==> src/design/qnn_pkg.sv <==
// qnn_pkg: word types and shared constants for the quad newell normal block
// no dependencies; used by every module of the block
`default_nettype none

package qnn_pkg;

    localparam int CoordW  = 16;
    localparam int RawW    = 36;
    localparam int MagW    = 31;
    localparam int SumW    = 64;
    localparam int RootW   = 32;
    localparam int QuotW   = 15;
    localparam int SqrtNs  = 32;
    localparam int DivNs   = 16;

    typedef struct packed {
        logic signed [CoordW-1:0] corner0_x;
        logic signed [CoordW-1:0] corner0_y;
        logic signed [CoordW-1:0] corner0_z;
        logic signed [CoordW-1:0] corner1_x;
        logic signed [CoordW-1:0] corner1_y;
        logic signed [CoordW-1:0] corner1_z;
        logic signed [CoordW-1:0] corner2_x;
        logic signed [CoordW-1:0] corner2_y;
        logic signed [CoordW-1:0] corner2_z;
        logic signed [CoordW-1:0] corner3_x;
        logic signed [CoordW-1:0] corner3_y;
        logic signed [CoordW-1:0] corner3_z;
    } face_word_t;

    typedef struct packed {
        logic signed [15:0] normal_x;
        logic signed [15:0] normal_y;
        logic signed [15:0] normal_z;
        logic               degenerate;
    } norm_word_t;

    typedef struct packed {
        logic [2:0]            neg;
        logic                  degen;
        logic [2:0][MagW-1:0]  mag;
    } side_t;

endpackage

`default_nettype wire

==> src/design/qnn_lane.sv <==
// qnn_lane: one newell component, a product for each of the quad's edges, then their sum
// depends on qnn_pkg
`default_nettype none

module qnn_lane
    import qnn_pkg::*;
(
    input  wire logic                     clk,
    input  wire logic [1:0]               en,
    input  wire logic signed [CoordW-1:0] u [4],
    input  wire logic signed [CoordW-1:0] w [4],
    output logic signed [RawW-1:0]        n
);

    logic signed [2*CoordW+1:0] prod_reg [4];
    logic signed [RawW-1:0]     n_reg;

    always_ff @(posedge clk)
    begin
        if (en[0])
        begin
            for (int k = 0; k < 4; k++)
            begin
                prod_reg[k] <= (34'(signed'(u[(k+1)%4])) - 34'(signed'(u[k])))
                             * (34'(signed'(w[(k+1)%4])) + 34'(signed'(w[k])));
            end
        end
    end

    always_ff @(posedge clk)
    begin
        if (en[1])
        begin
            n_reg <= RawW'(prod_reg[0]) + RawW'(prod_reg[1])
                   + RawW'(prod_reg[2]) + RawW'(prod_reg[3]);
        end
    end

    assign n = n_reg;

endmodule

`default_nettype wire

==> config.mk <==
export PLATFORM = sky130hd
export DESIGN_NAME = qnn_lane
export DESIGN_NICKNAME = d
export VERILOG_FILES = /design/src/design/qnn_pkg.sv /design/src/design/qnn_lane.sv
export SDC_FILE = /design/constraint.sdc
export NUM_CORES = 2
export LEC_CHECK = 0
export BUFFER_PORTS_ARGS = -buffer_cell sky130_fd_sc_hd__buf_2
export CORE_ASPECT_RATIO = 2
export CORE_MARGIN = 8
export CORE_UTILIZATION = 34
export DETAILED_ROUTE_END_ITERATION = 8
export MAX_ROUTING_LAYER = met4
export PLACE_DENSITY = 0.59
export SETUP_SLACK_MARGIN = 0.15
export SYNTH_ARGS = -nofsm -noshare
export SYNTH_HDL_FRONTEND = slang
export SYNTH_SLANG_ARGS = --single-unit
==> constraint.sdc <==
create_clock -name clk -period 9.4 [get_ports clk]
set_input_delay 1.88 -clock clk [delete_from_list [all_inputs] [get_ports clk]]
set_output_delay 1.88 -clock clk [all_outputs]
set_load 0.01 [all_outputs]
## After elaboration in Yosys (flattened, before gate mapping)

Memories as Yosys holds them, arrays and structs flattened.
Index checks and enable logic that the tools add are counted.

| storage, ports and cells | value |
|---|---|
| flip-flop bits (word level) | 36 |
| memory bits (writable) | 136 |
| word-level logic and storage cells | 19 |
| memories kept | 1 |

| cells by class | value |
|---|---|
| add/subtract/negate cells | 11 |
| $mul | 4 |
| muxes and demuxes | 2 |

Memories:

| memory | depth | width | read ports | clocked after memory_dff | wr ports | RTL line | source |
|---|---|---|---|---|---|---|---|
| prod_reg | 4 | 34 | 4 | 0 | 4 | qnn_lane.sv:15 | `logic signed [2*CoordW+1:0] prod_reg [4];` |

Operator list:

| kind | number |
|---|---|
| $mul 17x17->34 | 4 |
| $add 16x16->17 | 4 |
| $sub 16x16->17 | 4 |
| $add 35x34->36 | 1 |
| $add 36x34->36 | 1 |
| $add 34x34->35 | 1 |
| $mux 1 | 2 |

## Depth between registers and ports, before layout

| logic depth | value |
|---|---|
| depth in word-level cells | 3 |
| gate-level depth with buffers | 38 |
| mapped depth without buffers | 37 |

## Worst setup path before layout

OpenSTA, ideal clock, no wires.

| timing | value |
|---|---|
| path kind | input to register |
| start | input u[32] (netlist name) |
| end | memory prod_reg[0][32] (netlist name) (data pin) |
| data arrival time | 9878 ps |
| path slack | -749 ps |
| cell stages on the path | 36 |
| path buffers | 1 |
| path through | inv_1 -> ha_1 -> inv_1 -> fa_1 -> a21o_1 -> a21oi_2 -> o21bai_1 -> a21oi_1 -> nor2b_1 -> nor2_1 -> o311ai_1 -> o31a_1 -> a21oi_1 -> buf_2 -> nand2_1 -> fa_1 -> inv_1 -> fa_1 -> inv_1 -> fa_1 -> inv_1 -> fa_1 -> fa_1 -> inv_1 -> fa_1 -> inv_1 -> ha_1 -> o21a_1 -> o21a_1 -> o21ai_0 -> a21oi_1 -> and4_1 -> a221o_1 -> a21oi_2 -> nor3_1 -> or4b_1 |

RTL lines:

| item | RTL line | source |
|---|---|---|
| start, declared | qnn_lane.sv:10 | `input wire logic signed [CoordW-1:0] u [4],` |
| end, declared | qnn_lane.sv:15 |  |

==> impl_results.md <==
- Outcome: finished, violations left
- Failing checks: negative setup slack
- All-Layer GR Usage: 25.67%
- CTS H-tree depth: 4
- EDFF count, synth: 172
- Setup TNS: -0.1151 ns
- Row Count: 211
- Drt initial violations: 2165
- Crit path required time: 9.68 ns
- Root Buffer: clkbuf_16
- Main area contributors after synthesis: fa_1 45%, ha_1 11%, edfxtp_1 9.1%
- Core footprint: 165300 µm²
- Slew @ Worst Pin: 1.269 ns
- Min cycle time layout: 9.443 ns
- Max cap viols: 0
- Biggest cell delay along the critical path: 0.61 ns
- Min-Delay Path Class: reg -> reg
- Post-synth top cells: 1354 x inv_1, 1261 x fa_1, 664 x nand2_1
- Yosys cell types: 84
- Die area: 180400 µm²
- Warnings from Yosys: 0
- Drt total wl: 226.3 mm
- DP HPWL: 201.4 mm
- Setup ws final: -0.04298 ns
- DIE HEIGHT: 592.7 µm
- Layout Utilization: 43.89%
- Initial Util: 34.21%
- Synthesized instance count: 5984
- Yosys reg bits: 172
- Cts bufs inserted: 17
- Clk slew on worst S/H paths: 0.11 ns
- Worst clock skew: 0.03876 ns
- Synth async-reset ratio: 0%
- 1st-pass router iterations: 5
- Flop-to-flop setup slack: 4.04 ns
- Syn avg cell area: 9.449 µm²
- Fmax achieved: 105.9 MHz
- Crit path max-delay cell type: fa_1
- Die width: 304.4 µm
- RSZ-0062 raised after global routing: yes
- DR WL/cell: 24.15 µm
- Sequential area share after synthesis: 9.134%
- CTS tree: built
- Vias per cell: 5.003
- Kind of critical path: in -> reg
- # clock sinks: 172
- DRC viols: 0
- Largest net degree at the start of global routing: 86
- Worst setup SP type: input port
- Input/output buffers: 166
- Overflow after GRT: 0
- Cell taking the most area after synthesis: fa_1
- Post-place instance area: 68580 µm²
- Relative slew slack: 14.81%
- Final Hold Fails: 0
- R2R depth: 15
- Dpl ws: -1.086 ns
- Synthesized cell area: 56540 µm²
- GP Congestion: 1.037
- Hold Buf Count CTS: 0
- Worst EP arrival: 9.72 ns
- Ports: 167
- Clock Latency Late Sink: 0.53 ns
- ANT nets after route: 0
- Final Max Tran Viols: 0
- Vias in the first global route: 52142
- Final setup fails: 4
- Crit-path max FO: 8
- Most frequent cell after synthesis: inv_1
- Layout area overhead: 28.28%
- Worst-case clock buffer depth: 2
- Share of cells above drive strength 1: 26.64%
- CP endpoint: prod_reg[0][32]
- Crit. End Element: register
- Worst R2R End: n[35]
- Worst R2R Start: prod_reg[0][1]
- Syn nets: 7879
- Total Nets Final: 9113
- First-pass GRT wire length: 329.4 mm
- Critical path's most frequent cell: fa_1
- Synth top area share: 44.65%
- Top FF cell, synth: edfxtp_1
- Initial antenna violation count: 9
- Final non-filler cell area: 72540 µm²
- Max FFs per register: 136
- Vias: 46867
- Final worst-path cycle share: 100.5%
- Worst setup path start: w[48]
[layout by cell type (no fill, tap or decap), types with 17 or more instances in the layout]
master and instances:
edfxtp_1 172, buf_2 154, o21ai_2 36, a21oi_1 107
buf_12 48, o21a_1 40, inv_2 66, xor2_1 68
nor2_1 430, xnor2_1 196, nor3_1 36, o21ai_0 66
nand2_1 629, a21o_1 87, nand3_1 28, buf_4 1085
fa_1 1204, o21bai_1 17, ha_4 53, clkbuf_16 19
and2_1 147, nor2b_1 109, nand2b_1 70, inv_1 1284
fa_2 57, nand2_2 25, or2_2 24, buf_6 62
ha_1 446, o21ai_1 22, a21oi_2 62, xnor2_2 17
[cell type report]
cell class / count / area, µm²
timing repair buffer: 1354 / 10670
fill: 16129 / 92730
clock buffer: 17 / 425.4
tap: 2130 / 2665
clock inverter: 15 / 187.7
antenna: 7 / 17.52
multi-input combinational: 4319 / 48280
sequential: 172 / 5165
inverter: 1354 / 5124
[worst min-delay path by stage]
stage,startpoint,to,slack [ns],cells past startpoint
5_1_grt,prod_reg[1][0],n[0],0.69,1
3_3_place_gp,prod_reg[1][0],n[0],0.67,1
3_5_place_dp,prod_reg[1][0],n[0],0.65,1
2_1_floorplan,prod_reg[1][0],n[0],0.53,1
6_report,prod_reg[1][0],n[0],0.71,1
4_1_cts,prod_reg[1][0],n[0],0.68,1
[timing repair]
item,in CTS,in global routing
resized for setup,219,323
endpoints found under the setup margin,50,54
setup buffers,79,72
pin swaps,210,277
gates cloned,0,1
[worst max-delay path, delay by kind of cell]
kind | cells | cell delay (ns)
fa+ha+maj | 8 | 3.49
buf+inv | 9 | 1.12
simple gates | 4 | 0.81
compound gates | 12 | 2.19
xor+xnor | 1 | 0.22
[cell families (layout without fill, tap and decap cells)]
logic type / count (synthesis) / in the layout / share of synthesized area, %
compound gates: 612 / 612 / 7.227
xor+xnor: 300 / 300 / 4.687
fa+ha+maj: 1764 / 1764 / 55.78
buf+inv: 1493 / 2740 / 10.01
flops: 172 / 172 / 9.134
mux: 5 / 5 / 0.08851
other cells: 0 / 7 / 0
simple gates: 1638 / 1638 / 13.08
[per-stage QoR]
step                hold WS [ns]  instances
finish                    0.7075       9368
detailed placement        0.6465       9177
global route              0.6921       9363
floorplan                 0.5256       5984
global placement          0.6731       9177
CTS                       0.6771       9288
[metal layers]
layer  track usage, %  up-vias  wire length (µm)
met3            2.789      665              8460
met1            23.97    24192             72030
li1                 -    20651                 -
met2            46.55     1359            120300
met5                -        -                 0
met4            22.34        0             25480
Power is not shown: default switching activity piles up to over one toggle a cycle in this logic, so the estimate is an artifact.
