`config.mk`:
```
export PLATFORM = sky130hd
export DESIGN_NAME = qnn_sqrt
export DESIGN_NICKNAME = d
export VERILOG_FILES = /design/src/design/qnn_pkg.sv /design/src/design/qnn_sqrt.sv
export SDC_FILE = /design/constraint.sdc
export NUM_CORES = 2
export LEC_CHECK = 0
export ABC_CLOCK_PERIOD_IN_PS = 10300
export BUFFER_PORTS_ARGS = -buffer_cell sky130_fd_sc_hd__buf_4
export CAP_MARGIN = 40
export CORE_MARGIN = 2
export CORE_UTILIZATION = 30
export DETAILED_ROUTE_END_ITERATION = 10
export GPL_ROUTABILITY_DRIVEN = 0
export REMOVE_ABC_BUFFERS = 1
export SYNTH_ARGS = -nofsm -noshare
export SYNTH_HDL_FRONTEND = slang
export SYNTH_MEMORY_MAX_BITS = 65536
export SYNTH_SLANG_ARGS = --single-unit
```
`constraint.sdc`:
```
create_clock -name clk -period 10.3 [get_ports clk]
set_input_delay 1.03 -clock clk [delete_from_list [all_inputs] [get_ports clk]]
set_output_delay 1.03 -clock clk [all_outputs]
set_load 0.005 [all_outputs]
```
`src/design/qnn_pkg.sv`:
```
// qnn_pkg: word types and shared constants for the quad newell normal block
// no dependencies; used by every module of the block
`default_nettype none

package qnn_pkg;

    localparam int CoordW  = 16;
    localparam int RawW    = 36;
    localparam int MagW    = 31;
    localparam int SumW    = 64;
    localparam int RootW   = 32;
    localparam int QuotW   = 15;
    localparam int SqrtNs  = 32;
    localparam int DivNs   = 16;

    typedef struct packed {
        logic signed [CoordW-1:0] corner0_x;
        logic signed [CoordW-1:0] corner0_y;
        logic signed [CoordW-1:0] corner0_z;
        logic signed [CoordW-1:0] corner1_x;
        logic signed [CoordW-1:0] corner1_y;
        logic signed [CoordW-1:0] corner1_z;
        logic signed [CoordW-1:0] corner2_x;
        logic signed [CoordW-1:0] corner2_y;
        logic signed [CoordW-1:0] corner2_z;
        logic signed [CoordW-1:0] corner3_x;
        logic signed [CoordW-1:0] corner3_y;
        logic signed [CoordW-1:0] corner3_z;
    } face_word_t;

    typedef struct packed {
        logic signed [15:0] normal_x;
        logic signed [15:0] normal_y;
        logic signed [15:0] normal_z;
        logic               degenerate;
    } norm_word_t;

    typedef struct packed {
        logic [2:0]            neg;
        logic                  degen;
        logic [2:0][MagW-1:0]  mag;
    } side_t;

endpackage

`default_nettype wire

```
`src/design/qnn_sqrt.sv`:
```
// qnn_sqrt: pipelined integer square root, one root bit per stage
// depends on qnn_pkg
`default_nettype none

module qnn_sqrt
    import qnn_pkg::*;
(
    input  wire logic              clk,
    input  wire logic [SqrtNs-1:0] en,
    input  wire logic [SumW-1:0]   s,
    output logic [RootW-1:0]       root
);

    logic [34:0]      rem_reg  [SqrtNs];
    logic [RootW-1:0] root_reg [SqrtNs];
    logic [SumW-1:0]  src_reg  [SqrtNs];

    for (genvar k = 0; k < SqrtNs; k++)
    begin : g_stage
        logic [34:0]      rem_in;
        logic [RootW-1:0] root_in;
        logic [SumW-1:0]  src_in;
        logic [34:0]      cur;
        logic [34:0]      trial;

        if (k == 0)
        begin : g_first
            assign rem_in  = '0;
            assign root_in = '0;
            assign src_in  = s;
        end
        else
        begin : g_next
            assign rem_in  = rem_reg[k-1];
            assign root_in = root_reg[k-1];
            assign src_in  = src_reg[k-1];
        end

        assign cur   = {rem_in[32:0], src_in[SumW-1:SumW-2]};
        assign trial = {1'b0, root_in, 2'b01};

        always_ff @(posedge clk)
        begin
            if (en[k])
            begin
                src_reg[k] <= {src_in[SumW-3:0], 2'b00};
                if (cur >= trial)
                begin
                    rem_reg[k]  <= cur - trial;
                    root_reg[k] <= {root_in[RootW-2:0], 1'b1};
                end
                else
                begin
                    rem_reg[k]  <= cur;
                    root_reg[k] <= {root_in[RootW-2:0], 1'b0};
                end
            end
        end
    end

    assign root = root_reg[SqrtNs-1];

endmodule

`default_nettype wire

```
Word level (Yosys, flattened, before mapping)
Memories as Yosys holds them, arrays and structs flattened.
Cells that the tools add are included.
Widths: inputs -> output; s select.
{"block": "totals", "wordCells": 451, "register_bits": 0, "inputBits": 97, "ramBits": 4128, "n_memories": 3}
{"block": "classes", "n_addsub": 32, "bitwise": 64, "order_cmp": 32, "mux": 320}
{"memory": "src_reg", "depth": 32, "word_bits": 62, "read_ports": 31, "rd_ports_with_merged_regs": 0, "write_ports": 32, "line_no": "qnn_sqrt.sv:16", "text": "logic [SumW-1:0] src_reg [SqrtNs];"}
{"memory": "rem_reg", "depth": 32, "word_bits": 35, "read_ports": 31, "rd_ports_with_merged_regs": 0, "write_ports": 32, "line_no": "qnn_sqrt.sv:14", "text": "logic [34:0] rem_reg [SqrtNs];"}
{"memory": "root_reg", "depth": 32, "word_bits": 32, "read_ports": 32, "rd_ports_with_merged_regs": 0, "write_ports": 32, "line_no": "qnn_sqrt.sv:15", "text": "logic [RootW-1:0] root_reg [SqrtNs];"}
{"op": "$mux 35", "count": 32}
{"op": "$ge 35x34->1", "count": 31}
{"op": "$sub 35x34->35", "count": 31}
{"op": "$mux 32", "count": 32}
{"op": "$mux 1", "count": 256}
{"op": "$or 1x1->1", "count": 64}
{"op": "$sub 2x1->3 const B", "count": 1}
{"op": "$ge 2x1->1 const B", "count": 1}

Longest topological paths before layout
An unclocked memory read counts as a cell.
{"block": "depth", "depth_word": 6, "depth_mapped": 16, "ltp_nobuf": 13}

Worst setup path after synthesis
OpenSTA, ideal clock, no wires.
{"block": "synth_timing", "path_type": "in2reg", "start": "input port en[12]", "end": "memory rem_reg[12][18] (netlist: rem_reg[0][438]) (data pin)", "setup_ns": 0.266, "cell_stages": 7, "required_ns": 10.034, "n_path_buf": 1, "path_slack_ns": 6.680, "t_arrival_ns": 3.354, "cell_sequence": "or4b_2 -> or3_1 -> or4_1 -> nor4_2 -> buf_2 -> nor3_1 -> xor2_1"}
{"element": "start, declared", "line_no": "qnn_sqrt.sv:9", "text": "input wire logic [SqrtNs-1:0] en,"}
{"element": "end, declared", "line_no": "qnn_sqrt.sv:14"}

==> run metrics <==
number of nets still failing antenna checks after routing=0; detailed-route via count=67100; crit start category=register; worst path buffer plus inverter count=1; hold_ws=0.287 ns; cells resized by post-CTS repair=0; distinct cell type count of the synthesized netlist=89; number of hold violations in the final report=0; number of setup buffers added after CTS=0; height of the die=625 um; number of DRC markers after the initial detailed-route iteration=4049; Synth Cell Area=116000 sq um; initial standard-cell utilization of the core=0.301; CTS HTree Levels=5; worst min path class=primary input to register; total CTS buffers=275; num rows=228; area share of the largest cell type after synthesis=0.647; setup slack at placement=5.65 ns; maximum fanout count along the critical path=23; area growth from synthesis to layout=13.8%; global-route wire length before repair=362000 um; critical path start-end classification=register to register; type of destination of the critical path=register; ratio of routed vias to standard cells=4.62; endpoint required time on the critical path=10.92 ns; fraction of final layout cells with drive strength greater than 1=0.0730; post-DR wirelength/cell=15.7 um; IO Count=129; area of the core region=385000 sq um; Relative slew margins=0.380; number of hold buffers added after CTS=0; vias in the first global route=66700; area leader, netlist=sky130_fd_sc_hd__edfxtp_1; P per Cell Area=221 nW/um^2; total global routing overflow=0; share of synthesized area occupied by flip-flops and latches=0.647; drt pass-1 iters=7; max reg flops=992; Post-synth ARST share=0; antenna violations before repair=9; number of enable flip-flop cells after synthesis=2493; Total Neg Setup Slack=0 ns; IR drop worst, VDD=0.161 mV; endpoints failing setup=0; setup slack of the critical path after layout=5.59 ns; crit share post-route=0.458; pin count of the biggest net entering global routing=74; Clock Tree Root=sky130_fd_sc_hd__clkbuf_16; cell with the biggest individual delay on the critical path=sky130_fd_sc_hd__o31a_1; Critical Path Max Stage Delay=0.72 ns; Setup Skew=0.0577 ns; total clock sinks=2494; Slew Viols, Final=0; die width=625 um; final critical-path required period=4.71 ns; Die Area=391000 sq um; max-cap violation count=0; critical-path cell list=ha_1 -> o21a_1 -> o21ai_0 -> a21oi_1 -> a21boi_0 -> a21oi_1 -> o21ai_0 -> o31a_1 -> inv_1 -> and3_1 -> nand3b_1 -> xnor2_1; post-CTS clock slew at the launch and capture registers of the worst setup and hold paths=0.06 ns; count of buffers from port buffering=128; TritonCTS clock tree=done; share of the core filled with cells=0.342; most numerous cell in the Yosys netlist=sky130_fd_sc_hd__edfxtp_1; Fmax achieved=0.212 GHz; Layout fillers=37400; DRC violation count after routing=0; NumNets Final=9914; Arr. time, crit path=5.33 ns; RSZ-0062 raised after global routing=no; Max Buffers Root-to-Sink=4; half-perimeter wire length of the detailed placement result=171000 um; predominant post-synthesis flop cell=sky130_fd_sc_hd__edfxtp_1; flip-flop and latch count after synthesis=2494; Least-Margin Pin Slew=0.923 ns; Total Routed Length=229000 um; family of cells with the greatest summed delay on the critical path=compound AO/OA/AOI/OAI gates; count of yosys warnings during synthesis=0; static leakage=48.8 nW; number of instances in the synthesized netlist=8967; result of the run=completed; list of most frequent post-synthesis cells=sky130_fd_sc_hd__edfxtp_1 (2493), sky130_fd_sc_hd__nand2_1 (713), sky130_fd_sc_hd__inv_1 (709); clock latency on the worst-skew pair=0.91 ns; global-route usage over all layers=0.115; total design power=0.0291 W; syn avg cell area=12.9 sq um; Synth area leaders=sky130_fd_sc_hd__edfxtp_1 (65%), sky130_fd_sc_hd__ha_1 (6.1%), sky130_fd_sc_hd__xor2_1 (3.1%)
[final timing paths]
kind / startpoint / end / slack, ns / cells past startpoint
setup / recovery: rem_reg[1][35]$_DFFE_PP_ / rem_reg[1][99]$_DFFE_PP_ / 5.59 / 12
hold / removal: s[52] / src_reg[0][52]$_DFFE_PP_ / 0.29 / 1
setup reg to reg: rem_reg[1][35]$_DFFE_PP_ / rem_reg[1][99]$_DFFE_PP_ / 5.59 / 12
hold reg to reg: src_reg[0][738]$_DFFE_PP_ / src_reg[0][802]$_DFFE_PP_ / 0.39 / 0
[layout make-up]
class / instances / area [sq um] / area share
clock inverter: 156 / 1520 / 0.0115
multi-input combinational: 5575 / 37500 / 0.285
timing repair buffer: 197 / 1540 / 0.0117
antenna: 7 / 17.5 / 0.000133
clock buffer: 327 / 7200 / 0.0547
sequential: 2494 / 74900 / 0.569
inverter: 712 / 2670 / 0.0203
tap: 5060 / 6330 / 0.0481
[stage by stage]
stage	std cells	instance area [sq um]
global placement	14000	123000
detailed placement	14000	123000
global route	14500	132000
floorplan	8781	115000
CTS	14500	132000
finish	14500	132000
[cells by family after synthesis]
kind of cell / share of synthesized area
adder cells (fa/ha/maj): 0.0608
flip-flops: 0.647
XOR/XNOR: 0.0615
multiplexers: 0.00592
AND/OR/NAND/NOR: 0.102
AO/OA/AOI/OAI: 0.0935
buffers and inverters: 0.0292
[per-layer routing]
metal | GRT usage | part of all wire
met1 | 0.134 | 0.41
met4 | 0.0439 | 0.037
met5 | 0 | 0.000096
met3 | 0.0153 | 0.037
met2 | 0.213 | 0.52
[worst reg2reg max path: cells and delay by family, from the launching register on]
kind            cells  cell delay [ns]
fa+ha+maj           1             0.36
flops               1             0.39
compound gates      7             2.49
buf+inv             1             0.59
simple gates        2             0.54
xor+xnor            1             0.07
[report_power, final]
part	total (W)	internal, W	switching (W)	leakage, nW
clock	0.00950	0.00555	0.00395	4.25
sequential	0.0137	0.0129	0.000841	24.1
combinational	0.00590	0.00251	0.00339	20.5
[cells in the final DEF, fill, tap and decap left out, types with 142 or more instances in the layout]
| cell | netlist | routed |
|---|---|---|
| sky130_fd_sc_hd__a21o_1 | 211 | 211 |
| sky130_fd_sc_hd__a21oi_1 | 483 | 482 |
| sky130_fd_sc_hd__buf_4 | 0 | 189 |
| sky130_fd_sc_hd__clkbuf_16 | 0 | 281 |
| sky130_fd_sc_hd__edfxtp_1 | 2493 | 2493 |
| sky130_fd_sc_hd__ha_1 | 562 | 562 |
| sky130_fd_sc_hd__inv_1 | 709 | 709 |
| sky130_fd_sc_hd__nand2_1 | 713 | 713 |
| sky130_fd_sc_hd__nand3_1 | 142 | 142 |
| sky130_fd_sc_hd__nor2_1 | 489 | 489 |
| sky130_fd_sc_hd__nor3_1 | 229 | 228 |
| sky130_fd_sc_hd__o21ai_0 | 540 | 540 |
| sky130_fd_sc_hd__xnor2_1 | 399 | 399 |
| sky130_fd_sc_hd__xor2_1 | 414 | 414 |
No activity file was read; power rests on OpenSTA's default activity.
